### config.mk
export PLATFORM = sky130hd
export DESIGN_NAME = vm_instruction_decoder_flat
export DESIGN_NICKNAME = d
export VERILOG_FILES = /design/src/hdl/vmid_pkg.sv /design/src/hdl/vmid_req_if.sv /design/src/hdl/vmid_rsp_if.sv /design/src/hdl/vmid_core.sv /design/src/hdl/vm_instruction_decoder.sv /design/src/flat_wrapper.sv
export VERILOG_INCLUDE_DIRS = /design/src /design/src/hdl
export SDC_FILE = /design/constraint.sdc
export NUM_CORES = 1
export LEC_CHECK = 0
export BUFFER_PORTS_ARGS = -buffer_cell sky130_fd_sc_hd__buf_2
export CORE_UTILIZATION = 58
export CTS_CLUSTER_DIAMETER = 30
export DETAILED_ROUTE_END_ITERATION = 12
export PLACE_DENSITY_LB_ADDON = 0.12
export SYNTH_ARGS = -nofsm -noshare
export SYNTH_HDL_FRONTEND = slang
export SYNTH_SLANG_ARGS = --single-unit
### constraint.sdc
create_clock -name clock -period 17.7 [get_ports clock]
set_input_delay 4.425 -clock clock [delete_from_list [all_inputs] [get_ports clock]]
set_output_delay 4.425 -clock clock [all_outputs]
set_load 0.01 [all_outputs]
### src/hdl/vm_instruction_decoder_defines.svh
// Assertion macros for the instruction decoder.
// Used by the top level only; depends on nothing else.
`ifndef VM_INSTRUCTION_DECODER_DEFINES_SVH
`define VM_INSTRUCTION_DECODER_DEFINES_SVH

// The consequent must hold in the same cycle as the antecedent.
`define VMID_ASSERT_IMPLIES(label, clk, rst, ante, cons) \
   label: assert property (@(posedge clk) disable iff (rst) (ante) |-> (cons)) \
   else $error("vm_instruction_decoder: same-cycle check failed");

// The consequent must hold in the cycle after the antecedent.
`define VMID_ASSERT_NEXT(label, clk, rst, ante, cons) \
   label: assert property (@(posedge clk) disable iff (rst) (ante) |=> (cons)) \
   else $error("vm_instruction_decoder: next-cycle check failed");

`endif

### src/hdl/vmid_pkg.sv
`timescale 1ns / 1ps
// Shared types, constants and opcode table functions for the instruction decoder.
// No dependencies; vmid_core and the top level import this package.
package vmid_pkg;

   typedef enum logic [1:0] {
      PHASE_IDLE,
      PHASE_CODING,
      PHASE_ARGS
   } phase_type;

   localparam logic [1:0] MODE_NONE = 2'd0;
   localparam logic [1:0] MODE_REG  = 2'd1;
   localparam logic [1:0] MODE_DIR  = 2'd2;
   localparam logic [1:0] MODE_IND  = 2'd3;

   localparam logic [7:0] OP_FIRST      = 8'd1;
   localparam logic [7:0] OP_LIVE       = 8'd1;
   localparam logic [7:0] OP_ZJMP       = 8'd9;
   localparam logic [7:0] OP_LDI        = 8'd10;
   localparam logic [7:0] OP_STI        = 8'd11;
   localparam logic [7:0] OP_FORK       = 8'd12;
   localparam logic [7:0] OP_LLDI       = 8'd14;
   localparam logic [7:0] OP_LONG_SPAWN = 8'd15;
   localparam logic [7:0] OP_LAST       = 8'd16;

   localparam logic [5:0]  NO_CODING_MODES = {MODE_DIR, MODE_NONE, MODE_NONE};
   localparam logic [31:0] HIGH_FILL       = 32'hffff0000;

   typedef struct packed {
      logic [7:0]         opcode;
      logic               opcode_known;
      logic [1:0]         mode_first;
      logic [1:0]         mode_second;
      logic [1:0]         mode_third;
      logic signed [31:0] arg_first;
      logic signed [31:0] arg_second;
      logic signed [31:0] arg_third;
      logic [3:0]         length;
      logic [9:0]         cycle_cost;
   } rsp_type;

   function automatic logic lacks_coding_byte(input logic [7:0] op);
      return (op == OP_LIVE) || (op == OP_ZJMP) || (op == OP_FORK) ||
             (op == OP_LONG_SPAWN);
   endfunction

   function automatic logic short_direct(input logic [7:0] op);
      return (op == OP_ZJMP) || (op == OP_LDI) || (op == OP_STI) || (op == OP_FORK) ||
             (op == OP_LLDI) || (op == OP_LONG_SPAWN);
   endfunction

   function automatic logic [1:0] mode_of(input logic [5:0] modes, input logic [1:0] slot);
      logic [1:0] m;
      unique case (slot)
         2'd0: m = modes[5:4];
         2'd1: m = modes[3:2];
         2'd2: m = modes[1:0];
         default: m = MODE_NONE;
      endcase
      return m;
   endfunction

   function automatic logic [2:0] arg_size(input logic [1:0] mode, input logic [7:0] op);
      logic [2:0] n;
      unique case (mode)
         MODE_REG: n = 3'd1;
         MODE_DIR: n = short_direct(op) ? 3'd2 : 3'd4;
         MODE_IND: n = 3'd2;
         default:  n = 3'd0;
      endcase
      return n;
   endfunction

   function automatic logic [9:0] cost_of(input logic [7:0] op);
      logic [9:0] c;
      unique case (op)
         8'd1:    c = 10'd10;
         8'd2:    c = 10'd5;
         8'd3:    c = 10'd5;
         8'd4:    c = 10'd10;
         8'd5:    c = 10'd10;
         8'd6:    c = 10'd6;
         8'd7:    c = 10'd6;
         8'd8:    c = 10'd6;
         8'd9:    c = 10'd20;
         8'd10:   c = 10'd25;
         8'd11:   c = 10'd25;
         8'd12:   c = 10'd800;
         8'd13:   c = 10'd10;
         8'd14:   c = 10'd50;
         8'd15:   c = 10'd1000;
         8'd16:   c = 10'd2;
         default: c = 10'd0;
      endcase
      return c;
   endfunction

endpackage

### src/hdl/vmid_req_if.sv
`timescale 1ns / 1ps
// Code byte channel of the instruction decoder: valid/ready and one byte per word.
// No dependencies.
interface vmid_req_if;
   logic       valid;
   logic       ready;
   logic [7:0] code_byte;
   logic       start_req;

   modport source (output valid, output code_byte, output start_req, input ready);
   modport sink   (input valid, input code_byte, input start_req, output ready);
endinterface

### src/hdl/vmid_rsp_if.sv
`timescale 1ns / 1ps
// Decoded instruction channel of the instruction decoder: valid/ready and the result fields.
// No dependencies.
interface vmid_rsp_if;
   logic               valid;
   logic               ready;
   logic [7:0]         opcode;
   logic               opcode_known;
   logic [1:0]         mode_first;
   logic [1:0]         mode_second;
   logic [1:0]         mode_third;
   logic signed [31:0] arg_first;
   logic signed [31:0] arg_second;
   logic signed [31:0] arg_third;
   logic [3:0]         length;
   logic [9:0]         cycle_cost;

   modport source (output valid, output opcode, output opcode_known, output mode_first,
                   output mode_second, output mode_third, output arg_first,
                   output arg_second, output arg_third, output length,
                   output cycle_cost, input ready);
   modport sink   (input valid, input opcode, input opcode_known, input mode_first,
                   input mode_second, input mode_third, input arg_first,
                   input arg_second, input arg_third, input length,
                   input cycle_cost, output ready);
endinterface

### src/hdl/vmid_core.sv
`timescale 1ns / 1ps
// Decode state registers and combinational byte step logic of the instruction decoder.
// Depends on vmid_pkg.
module vmid_core (
   input  logic             clock,
   input  logic             reset,
   input  logic             step,
   input  logic [7:0]       code_byte,
   input  logic             start_req,
   output logic             emit,
   output vmid_pkg::rsp_type result
);
   import vmid_pkg::*;

   phase_type   phase_ff, phase_in;
   logic [7:0]  opcode_ff, opcode_in;
   logic [5:0]  modes_ff, modes_in;
   logic [1:0]  slot_ff, slot_in;
   logic [2:0]  left_ff, left_in;
   logic [31:0] acc_ff, acc_in;
   logic [31:0] store_ff [3];
   logic [31:0] store_in [3];
   logic [3:0]  count_ff, count_in;

   logic        do_begin;
   logic [1:0]  from_slot;
   logic        found;
   logic [1:0]  found_slot;
   logic [2:0]  size;
   logic [2:0]  left_dec;
   logic [31:0] acc_shift;
   logic [31:0] value;
   logic        known;

   always_comb begin
      phase_in    = phase_ff;
      opcode_in   = opcode_ff;
      modes_in    = modes_ff;
      slot_in     = slot_ff;
      left_in     = left_ff;
      acc_in      = acc_ff;
      store_in[0] = store_ff[0];
      store_in[1] = store_ff[1];
      store_in[2] = store_ff[2];
      count_in    = count_ff;
      do_begin    = 1'b0;
      from_slot   = 2'd0;
      emit        = 1'b0;
      found       = 1'b0;
      found_slot  = 2'd0;
      size        = arg_size(mode_of(modes_ff, slot_ff), opcode_ff);
      left_dec    = (left_ff != 3'd0) ? left_ff - 3'd1 : 3'd0;
      acc_shift   = {acc_ff[23:0], code_byte};
      value       = acc_shift;
      if (size == 3'd2) begin
         value = acc_shift[15] ? ({16'h0000, acc_shift[15:0]} | HIGH_FILL)
                               : {16'h0000, acc_shift[15:0]};
      end

      if (step) begin
         if (start_req) begin
            opcode_in   = code_byte;
            store_in[0] = '0;
            store_in[1] = '0;
            store_in[2] = '0;
            acc_in      = '0;
            slot_in     = 2'd0;
            left_in     = 3'd0;
            count_in    = 4'd1;
            if (lacks_coding_byte(code_byte)) begin
               modes_in = NO_CODING_MODES;
               do_begin = 1'b1;
            end else begin
               modes_in = '0;
               phase_in = PHASE_CODING;
            end
         end else begin
            unique case (phase_ff)
               PHASE_CODING: begin
                  modes_in = code_byte[7:2];
                  count_in = count_ff + 4'd1;
                  do_begin = 1'b1;
               end
               PHASE_ARGS: begin
                  acc_in   = acc_shift;
                  count_in = count_ff + 4'd1;
                  left_in  = left_dec;
                  if (left_dec == 3'd0) begin
                     store_in[slot_ff] = value;
                     do_begin  = 1'b1;
                     from_slot = slot_ff + 2'd1;
                  end
               end
               default: begin
               end
            endcase
         end
      end

      if (do_begin) begin
         for (int s = 0; s < 3; s++) begin
            if (!found && (2'(s) >= from_slot) && (mode_of(modes_in, 2'(s)) != MODE_NONE)) begin
               found      = 1'b1;
               found_slot = 2'(s);
            end
         end
         if (found) begin
            slot_in  = found_slot;
            left_in  = arg_size(mode_of(modes_in, found_slot), opcode_in);
            acc_in   = '0;
            phase_in = PHASE_ARGS;
         end else begin
            emit     = 1'b1;
            phase_in = PHASE_IDLE;
         end
      end

      known               = (opcode_in >= OP_FIRST) && (opcode_in <= OP_LAST);
      result.opcode       = opcode_in;
      result.opcode_known = known;
      result.mode_first   = mode_of(modes_in, 2'd0);
      result.mode_second  = mode_of(modes_in, 2'd1);
      result.mode_third   = mode_of(modes_in, 2'd2);
      result.arg_first    = store_in[0];
      result.arg_second   = store_in[1];
      result.arg_third    = store_in[2];
      result.length       = count_in;
      result.cycle_cost   = known ? cost_of(opcode_in) : 10'd0;
   end

   always_ff @(posedge clock) begin
      if (reset) begin
         phase_ff    <= PHASE_IDLE;
         opcode_ff   <= '0;
         modes_ff    <= '0;
         slot_ff     <= '0;
         left_ff     <= '0;
         acc_ff      <= '0;
         store_ff[0] <= '0;
         store_ff[1] <= '0;
         store_ff[2] <= '0;
         count_ff    <= '0;
      end else begin
         phase_ff    <= phase_in;
         opcode_ff   <= opcode_in;
         modes_ff    <= modes_in;
         slot_ff     <= slot_in;
         left_ff     <= left_in;
         acc_ff      <= acc_in;
         store_ff[0] <= store_in[0];
         store_ff[1] <= store_in[1];
         store_ff[2] <= store_in[2];
         count_ff    <= count_in;
      end
   end

endmodule

### src/hdl/vm_instruction_decoder.sv
`timescale 1ns / 1ps
// Instruction decoder top level: input register, decode step and result register.
// Depends on vmid_pkg, vmid_req_if, vmid_rsp_if, vmid_core and the defines header.
//
// The decoder takes one code byte per word and gives one decoded-instruction word after the
// last byte of each instruction. A byte accepted into the input register passes through the
// decode step once the result register is free, and the word it completes is loaded into the
// result register, which drives the result channel. The single decode step between the input
// and result registers lets bytes follow back to back while the output is taken. While a word
// waits in the result register and is not taken, the input register takes one more byte and
// then the input stalls until the word leaves.
`include "vm_instruction_decoder_defines.svh"

module vm_instruction_decoder (
   input  logic       clock,
   input  logic       reset,
   vmid_req_if.sink   req_chan,
   vmid_rsp_if.source rsp_chan
);
   import vmid_pkg::*;

   logic       in_valid_ff, in_valid_in;
   logic [7:0] in_byte_ff;
   logic       in_start_ff;
   logic       rsp_valid_ff, rsp_valid_in;
   rsp_type    rsp_data_ff;

   logic       out_free;
   logic       advance;
   logic       accept;
   logic       core_emit;
   rsp_type    core_result;
   logic       cost_consistent;
   logic       absent_first_clear;

   assign out_free       = !rsp_valid_ff || rsp_chan.ready;
   assign advance        = in_valid_ff && out_free;
   assign req_chan.ready = !in_valid_ff || advance;
   assign accept         = req_chan.valid && req_chan.ready;

   vmid_core u_core (
      .clock     (clock),
      .reset     (reset),
      .step      (advance),
      .code_byte (in_byte_ff),
      .start_req (in_start_ff),
      .emit      (core_emit),
      .result    (core_result)
   );

   always_comb begin
      in_valid_in = in_valid_ff;
      if (accept) begin
         in_valid_in = 1'b1;
      end else if (advance) begin
         in_valid_in = 1'b0;
      end
      rsp_valid_in = rsp_valid_ff;
      if (advance && core_emit) begin
         rsp_valid_in = 1'b1;
      end else if (rsp_chan.ready) begin
         rsp_valid_in = 1'b0;
      end
   end

   always_ff @(posedge clock) begin
      if (reset) begin
         in_valid_ff  <= 1'b0;
         rsp_valid_ff <= 1'b0;
      end else begin
         in_valid_ff  <= in_valid_in;
         rsp_valid_ff <= rsp_valid_in;
      end
   end

   always_ff @(posedge clock) begin
      if (accept) begin
         in_byte_ff  <= req_chan.code_byte;
         in_start_ff <= req_chan.start_req;
      end
      if (advance && core_emit) begin
         rsp_data_ff <= core_result;
      end
   end

   assign rsp_chan.valid        = rsp_valid_ff;
   assign rsp_chan.opcode       = rsp_data_ff.opcode;
   assign rsp_chan.opcode_known = rsp_data_ff.opcode_known;
   assign rsp_chan.mode_first   = rsp_data_ff.mode_first;
   assign rsp_chan.mode_second  = rsp_data_ff.mode_second;
   assign rsp_chan.mode_third   = rsp_data_ff.mode_third;
   assign rsp_chan.arg_first    = rsp_data_ff.arg_first;
   assign rsp_chan.arg_second   = rsp_data_ff.arg_second;
   assign rsp_chan.arg_third    = rsp_data_ff.arg_third;
   assign rsp_chan.length       = rsp_data_ff.length;
   assign rsp_chan.cycle_cost   = rsp_data_ff.cycle_cost;

   assign cost_consistent    = rsp_data_ff.opcode_known == (rsp_data_ff.cycle_cost != 10'd0);
   assign absent_first_clear = (rsp_data_ff.mode_first != MODE_NONE) ||
                               (rsp_data_ff.arg_first == 32'sd0);

   `VMID_ASSERT_NEXT(a_emit_loads, clock, reset, advance && core_emit, rsp_valid_ff)
   `VMID_ASSERT_IMPLIES(a_cost_known, clock, reset, rsp_valid_ff, cost_consistent)
   `VMID_ASSERT_IMPLIES(a_absent_arg, clock, reset, rsp_valid_ff, absent_first_clear)
   `VMID_ASSERT_IMPLIES(a_length_set, clock, reset, rsp_valid_ff, rsp_data_ff.length != 4'd0)

endmodule

### src/flat_wrapper.sv
// flat-port wrapper written by rule: the top's interface ports become plain ports
module vm_instruction_decoder_flat import vmid_pkg::*;
  (clock, reset, req_chan_valid, req_chan_code_byte, req_chan_start_req, req_chan_ready, rsp_chan_valid, rsp_chan_opcode, rsp_chan_opcode_known, rsp_chan_mode_first, rsp_chan_mode_second, rsp_chan_mode_third, rsp_chan_arg_first, rsp_chan_arg_second, rsp_chan_arg_third, rsp_chan_length, rsp_chan_cycle_cost, rsp_chan_ready);
  vmid_req_if req_chan_i ();
  vmid_rsp_if rsp_chan_i ();
  input  logic clock;
  input  logic reset;
  input wire logic [$bits(req_chan_i.valid)-1:0] req_chan_valid;
  input wire logic [$bits(req_chan_i.code_byte)-1:0] req_chan_code_byte;
  input wire logic [$bits(req_chan_i.start_req)-1:0] req_chan_start_req;
  output wire logic [$bits(req_chan_i.ready)-1:0] req_chan_ready;
  output wire logic [$bits(rsp_chan_i.valid)-1:0] rsp_chan_valid;
  output wire logic [$bits(rsp_chan_i.opcode)-1:0] rsp_chan_opcode;
  output wire logic [$bits(rsp_chan_i.opcode_known)-1:0] rsp_chan_opcode_known;
  output wire logic [$bits(rsp_chan_i.mode_first)-1:0] rsp_chan_mode_first;
  output wire logic [$bits(rsp_chan_i.mode_second)-1:0] rsp_chan_mode_second;
  output wire logic [$bits(rsp_chan_i.mode_third)-1:0] rsp_chan_mode_third;
  output wire logic [$bits(rsp_chan_i.arg_first)-1:0] rsp_chan_arg_first;
  output wire logic [$bits(rsp_chan_i.arg_second)-1:0] rsp_chan_arg_second;
  output wire logic [$bits(rsp_chan_i.arg_third)-1:0] rsp_chan_arg_third;
  output wire logic [$bits(rsp_chan_i.length)-1:0] rsp_chan_length;
  output wire logic [$bits(rsp_chan_i.cycle_cost)-1:0] rsp_chan_cycle_cost;
  input wire logic [$bits(rsp_chan_i.ready)-1:0] rsp_chan_ready;
  assign req_chan_i.valid = req_chan_valid;
  assign req_chan_i.code_byte = req_chan_code_byte;
  assign req_chan_i.start_req = req_chan_start_req;
  assign req_chan_ready = req_chan_i.ready;
  assign rsp_chan_valid = rsp_chan_i.valid;
  assign rsp_chan_opcode = rsp_chan_i.opcode;
  assign rsp_chan_opcode_known = rsp_chan_i.opcode_known;
  assign rsp_chan_mode_first = rsp_chan_i.mode_first;
  assign rsp_chan_mode_second = rsp_chan_i.mode_second;
  assign rsp_chan_mode_third = rsp_chan_i.mode_third;
  assign rsp_chan_arg_first = rsp_chan_i.arg_first;
  assign rsp_chan_arg_second = rsp_chan_i.arg_second;
  assign rsp_chan_arg_third = rsp_chan_i.arg_third;
  assign rsp_chan_length = rsp_chan_i.length;
  assign rsp_chan_cycle_cost = rsp_chan_i.cycle_cost;
  assign rsp_chan_i.ready = rsp_chan_ready;
  vm_instruction_decoder u_core (.clock(clock), .reset(reset), .req_chan(req_chan_i), .rsp_chan(rsp_chan_i));
endmodule
# Word level (Yosys, flattened, before mapping)
# Memory sizes are Yosys's and may differ from the RTL's. A register that Yosys moved wholly into a read port is not among the register bits.
# Cells that the tools add are included.
# totals
register_bits,183
mem_bits_rw,96
mem_bits_ro,320
inputBits,13
output_inout_bits,127
n_memories,2
# classes
add_sub_neg,3
n_lt_le_gt_ge,7
n_eq_ne,30
mux,79
bitwise,4
reduce_logical,45
# memory_table
name,depth,word_bits,rd,rd_clocked_by_memory_dff,write_ports,line,rtl
(no name shown),32,10,1,1,0,vmid_pkg.sv:77,unique case (op)
u_core.u_core.store_ff,3,32,3,0,3,vmid_core.sv:21,logic [31:0] store_ff [3];
# op_table
op,n
96-bit 2-to-1 mux,4
32-bit 2-to-1 mux,11
8-bit by 4-bit == test with 1-bit output (second input constant),15
96-bit bitwise mux,1
32-bit demux with 2-bit select,1
2-bit 2-to-1 mux,20
3-bit 2-to-1 mux,8
6-bit 2-to-1 mux,4
1-bit 2-to-1 mux,20
3-bit one-hot mux with 3 select lines,2
8-bit 2-to-1 mux,2
1-bit logical OR,15
2-bit == test (second input constant),7
2-bit nonzero test,7
4-bit 2-to-1 mux,3
2-bit one-hot mux with 3 select lines,2
2-bit by 1-bit == test with 1-bit output (second input constant),5
1-bit logical AND,10
8-bit by 1-bit == test with 1-bit output (second input constant),1
8-bit by 1-bit >= comparator with 1-bit output (second input constant),1
8-bit by 5-bit <= comparator with 1-bit output (second input constant),1
3-bit logical NOT,2
1-bit logical NOT,5
4-bit by 1-bit adder with 4-bit output (second input constant),1
other kinds (16),20

# Depth between registers and ports, before layout
# logic_depth
word_depth,30
depth_mapped,13

# By module
# A second synthesis with hierarchy kept.
# unflattened
hier_cells,996
area_unflattened_um2,11264.6
# modules_own_cells
module,n_inst,cells_per_inst,area_each_um2,seq_area_each_um2
vmid_core,1,851,7138.1,2902.8
vm_instruction_decoder,1,145,4126.5,4063.9

# Least setup slack after synthesis
# No wires, ideal clock.
# synth_path
kind,input-to-reg
start,input port rsp_chan_ready
end,"register u_core.rsp_data_ff (netlist bit u_core.rsp_chan.arg_first[0]), enable pin"
setup_ps,783
t_arrival_ps,14416
required_time_ps,16917
setup_slack_ps,2501
path_stages,9
n_path_buf,1
cell_sequence,nand2b_4 -> buf_6 -> a41oi_2 -> nor2_1 -> a21oi_2 -> inv_2 -> nor3_4 -> nor2_1 -> nor3b_1
# synth_lines
element,line,rtl
from (decl),flat_wrapper.sv:23,input wire logic [$bits(rsp_chan_i.ready)-1:0] rsp_chan_ready;
to (signal assigned),vm_instruction_decoder.sv:82,rsp_data_ff <= core_result;
to (decl),vm_instruction_decoder.sv:26,rsp_type rsp_data_ff;

# Worst setup path after layout
# layout_path
start,input port rsp_chan_ready
end,output port req_chan_ready
# layout_via
elab_chain_cells,3
# layout_lines
element,line,rtl
1-bit logical OR,vm_instruction_decoder.sv:36,assign out_free = !rsp_valid_ff || rsp_chan.ready;
1-bit logical AND,vm_instruction_decoder.sv:37,assign advance = in_valid_ff && out_free;
1-bit logical OR,vm_instruction_decoder.sv:38,assign req_chan.ready = !in_valid_ff || advance;
to (decl),flat_wrapper.sv:11,output wire logic [$bits(req_chan_i.ready)-1:0] req_chan_ready;
# Every way passes these cells.

==> implementation parameters <==
Parameter                              Value

Outcome
  Outcome    finished, final reports clean

Floorplanning
  Area of the die    0.0202 sq mm
  Rows    50
  Ports placed on the boundary    140
  Area of the core    roughly 0.019 sq mm
  Vert. Die Dim    between 100 and 150 um
  Die X    142 um
  Initial core utilization    0.601

Logic synthesis
  Synth Instances    997
  Cell area after synthesis    0.0114 sq mm
  Mean cell area of the mapped netlist    11.4 sq um
  Area leader, netlist    sky130_fd_sc_hd__edfxtp_1
  Portion of the post-synthesis area used by sequential elements    0.607
  Area share of the leading cell type in the synthesized netlist    0.348
  Count of synthesis-stage warnings from yosys    0
  Proportion of synthesized flip-flops having asynchronous set or reset    0
  Post-synth EDFFs    132
  Number of synthesized register bits    between 200 and 300
  Leading post-synthesis cells by instance count    sky130_fd_sc_hd__dfxtp_1 (147), sky130_fd_sc_hd__edfxtp_1 (132), sky130_fd_sc_hd__nand2_1 (126)
  Top flip-flop cell by instance count after synthesis    sky130_fd_sc_hd__dfxtp_1
  Largest cells by area after synthesis    sky130_fd_sc_hd__edfxtp_1 (35%), sky130_fd_sc_hd__dfxtp_1 (26%), sky130_fd_sc_hd__mux2i_1 (5.9%)
  Count leader, synth    sky130_fd_sc_hd__dfxtp_1
  Post-Synthesis Net Count    ~1,000
  Number of distinct library cells after synthesis    between 70 and 80

Detailed routing
  Final ANT Viol Nets    0
  Mean number of vias per cell    5.60
  Number of design rule violations left after detail routing    0
  Routed wire length    24.9 mm
  Total iterations of the first detailed-routing run    7
  Average wire per cell in the routed design    17.6 um
  Vias after detailed routing    around 7,900
  Drt initial violations    just under 500

Global route
  Global-route wire length before repair    39.1 mm
  Global routing usage summed across all routing layers    0.250
  Maximum number of pins on one net before global-route repair    roughly 110
  Remaining global-route overflow    0
  Vias in the first global route    7,313
  Antenna violations before repair    0

Worst setup path
  R2R cell count    7
  Kind of start point of the critical path    primary input
  Worst path most repeated cell    sky130_fd_sc_hd__buf_2
  Worst Setup End Kind    primary output
  CP Class    primary input to primary output
  Cell Chain, Critical Path    buf_2 -> nor2b_1 -> nand2_1 -> buf_2
  CP required    13.28 ns
  Largest stage delay on the critical path    about 0.49 ns
  Cell with the largest stage delay on the worst path    sky130_fd_sc_hd__nor2b_1
  Max FO, Critical Path    8
  Data arrival at the endpoint of the critical path    about 5.4 ns

STA
  TNS Setup    0 ns
  Worst relative slew slack    0.247
  Slew at the pin closest to its max-slew limit    1.13 ns
  Unrepaired setup endpoints after global routing    no
  Count of final max-slew check failures    0
  Max Clk Rate    0.102 GHz
  Fin. Hold Viols    0
  Smallest hold slack    0.465 ns
  # setup viols final    0
  Time the final worst path needs with I/O delays and setup    9.78 ns
  PnR worst setup slack    7.92 ns
  Setup Skew    0.0123 ns
  Fraction of the cycle the final worst path needs    0.553

Placement
  DP Cell Count    1,330
  Count of port buffers added during placement    139
  Placed wire-length estimate after detailed placement    around 14 mm
  Worst slack, placed    ~7.9 ns
  RePlAce Congestion    around 0.86

Finish
  Final std cells w/o fill    roughly 1,400
  Area delta synth->final    20.0%
  Net count of the finished layout    1,144
  Share of post-route cells with drive strength above 1    0.235
  Number of antenna cells inserted    0
  FILL cells    1,387

Power
  Static leakage power    0.00532 uW
  Net switching power of the design    343 uW
  Combinational share of power    0.024
  Part of the total power dissipated in sequential elements    0.429
  Worst IR Drop VDD    ~0.097 mV
  Fraction of power spent switching nets    0.216
  Clk network pwr share    0.547
  Cell area power density    116 mW/mm^2
  Cell internal power dissipation    between 1000 and 1500 uW

Min path
  Class of the tightest hold or removal check    register to register
  Hold-critical path depth    2

Clocking
  Number of levels the H-tree was split into    2
  Clock tree buffer depth    3
  Clk_lat worst skew    ~0.53 ns
  Number of clock buffers inserted by TritonCTS    46
  Total setup buffers inserted after CTS    0
  Count of cells resized by post-cts repair    0
  CTS sink count    279
  Hold buffer count at cts    0
  Clock tree root driver cell    sky130_fd_sc_hd__clkbuf_16
  Clock tree from TritonCTS    yes
  Clock-pin slew on the worst setup and hold paths    roughly 0.050 ns

Job
  Max-cap viol count    0
[state kept, by name, indices dropped and copies added, names as in the netlist, 3 cells and up]
name and flops:
u_core.in_byte_ff 8, u_core.u_core.left_ff 3, u_core.u_core.store_ff 96, u_core.rsp_chan.opcode 8, u_core.u_core.opcode_ff 8, u_core.rsp_chan.arg_third 32
u_core.u_core.count_ff 4, u_core.u_core.modes_ff 6, u_core.rsp_chan.arg_second 32, u_core.rsp_chan.length 4, u_core.rsp_chan.cycle_cost 8, u_core.u_core.acc_ff 24
u_core.rsp_chan.arg_first 32
[final timing paths]
check | startpoint | endpoint | slack (ns)
setup / recovery | rsp_chan_ready | req_chan_ready | 7.92
hold / removal | u_core.u_core.acc_ff[20] | u_core.u_core.acc_ff[20] | 0.47
setup reg to reg | u_core.in_valid_ff | u_core.rsp_chan.arg_third[13] | 13.87
hold reg to reg | u_core.u_core.acc_ff[20] | u_core.u_core.acc_ff[20] | 0.47
[metrics by stage]
| step | area, sq um | utilization | power (uW) |
|---|---|---|---|
| 6_report | 13700 | 0.720 | 1590 |
| 2_1_floorplan | 11400 | - | 721 |
| 5_1_grt | 13700 | 0.720 | 1630 |
| 3_5_place_dp | 12100 | 0.639 | 730 |
| 3_3_place_gp | 12100 | 0.639 | 730 |
| 4_1_cts | 13700 | 0.720 | 1600 |
[worst max-delay path: cells and delay by family]
kind,cells,cell delay [ns]
buffers and inverters,2,0.28
and+or+nand+nor,2,0.65
[placed cells by master, fill, tap and decap left out, types with 3 or more instances in the layout]
cell                         netlist  layout
sky130_fd_sc_hd__clkinv_4          0       6
sky130_fd_sc_hd__a31oi_1           4       4
sky130_fd_sc_hd__ha_1             13      13
sky130_fd_sc_hd__mux2i_1          67      67
sky130_fd_sc_hd__and3_1            4       4
sky130_fd_sc_hd__clkinv_2          0       5
sky130_fd_sc_hd__o21ai_0          26      26
sky130_fd_sc_hd__a21oi_2          20      20
sky130_fd_sc_hd__or3_1             3       3
sky130_fd_sc_hd__nor2_1           76      75
sky130_fd_sc_hd__nand3_2           0       3
sky130_fd_sc_hd__edfxtp_1        132     132
sky130_fd_sc_hd__nand2_1         126     126
sky130_fd_sc_hd__clkbuf_16         0      47
sky130_fd_sc_hd__o2111ai_1         3       3
sky130_fd_sc_hd__o22ai_1           3       3
sky130_fd_sc_hd__inv_1            15      15
sky130_fd_sc_hd__dfxtp_1         147     147
sky130_fd_sc_hd__clkinvlp_4        0       5
sky130_fd_sc_hd__a211oi_1          3       3
sky130_fd_sc_hd__xor2_1            3       3
sky130_fd_sc_hd__clkinv_1          0       5
sky130_fd_sc_hd__nor2b_1          61      61
sky130_fd_sc_hd__nor3_1           57      57
sky130_fd_sc_hd__and2_1            3       3
sky130_fd_sc_hd__buf_4             4       7
sky130_fd_sc_hd__bufinv_16         0       4
sky130_fd_sc_hd__inv_6             0       4
sky130_fd_sc_hd__buf_2             9     138
sky130_fd_sc_hd__a2bb2oi_1        48      48
sky130_fd_sc_hd__a21oi_1          20      20
sky130_fd_sc_hd__o21ai_1          30      30
sky130_fd_sc_hd__clkbuf_1         51       5
[power groups by stage]
| stage | logic, uW | clock network (uW) | registers [uW] |
|---|---|---|---|
| after detailed placement | 36.7 | 0 | 693 |
| final | 37.3 | 868 | 680 |
| after global routing | 40.5 | 910 | 680 |
| after floorplan | 30.3 | 0 | 691 |
| after global placement | 36.5 | 0 | 693 |
| after CTS | 37.1 | 879 | 680 |
[per-layer routing]
metal,vias to the layer above,global-route usage,part of all wire
met5,-,0,0
met4,0,0.0832,0.021
met3,45,0.0458,0.066
met2,314,0.398,0.47
met1,3761,0.345,0.44
li1,3815,-,-
[cell families after synthesis]
logic type | Yosys count | share of synthesized area
simple gates | 352 | 0.148
flops | 279 | 0.607
compound gates | 191 | 0.128
buf+inv | 88 | 0.0381
mux | 69 | 0.0609
fa+ha+maj | 13 | 0.0143
xor+xnor | 5 | 0.00385
[area by class of cell]
| type | count | area [sq um] | area share |
|---|---|---|---|
| timing repair buffer | 145 | 743 | 0.0544 |
| inverter | 16 | 60.1 | 0.00440 |
| clock inverter | 32 | 328 | 0.0240 |
| clock buffer | 54 | 1220 | 0.0895 |
| tap | 260 | 325 | 0.0238 |
| multi-input combinational | 630 | 4070 | 0.298 |
| sequential | 279 | 6910 | 0.506 |
(Power assumes the default switching activity.)
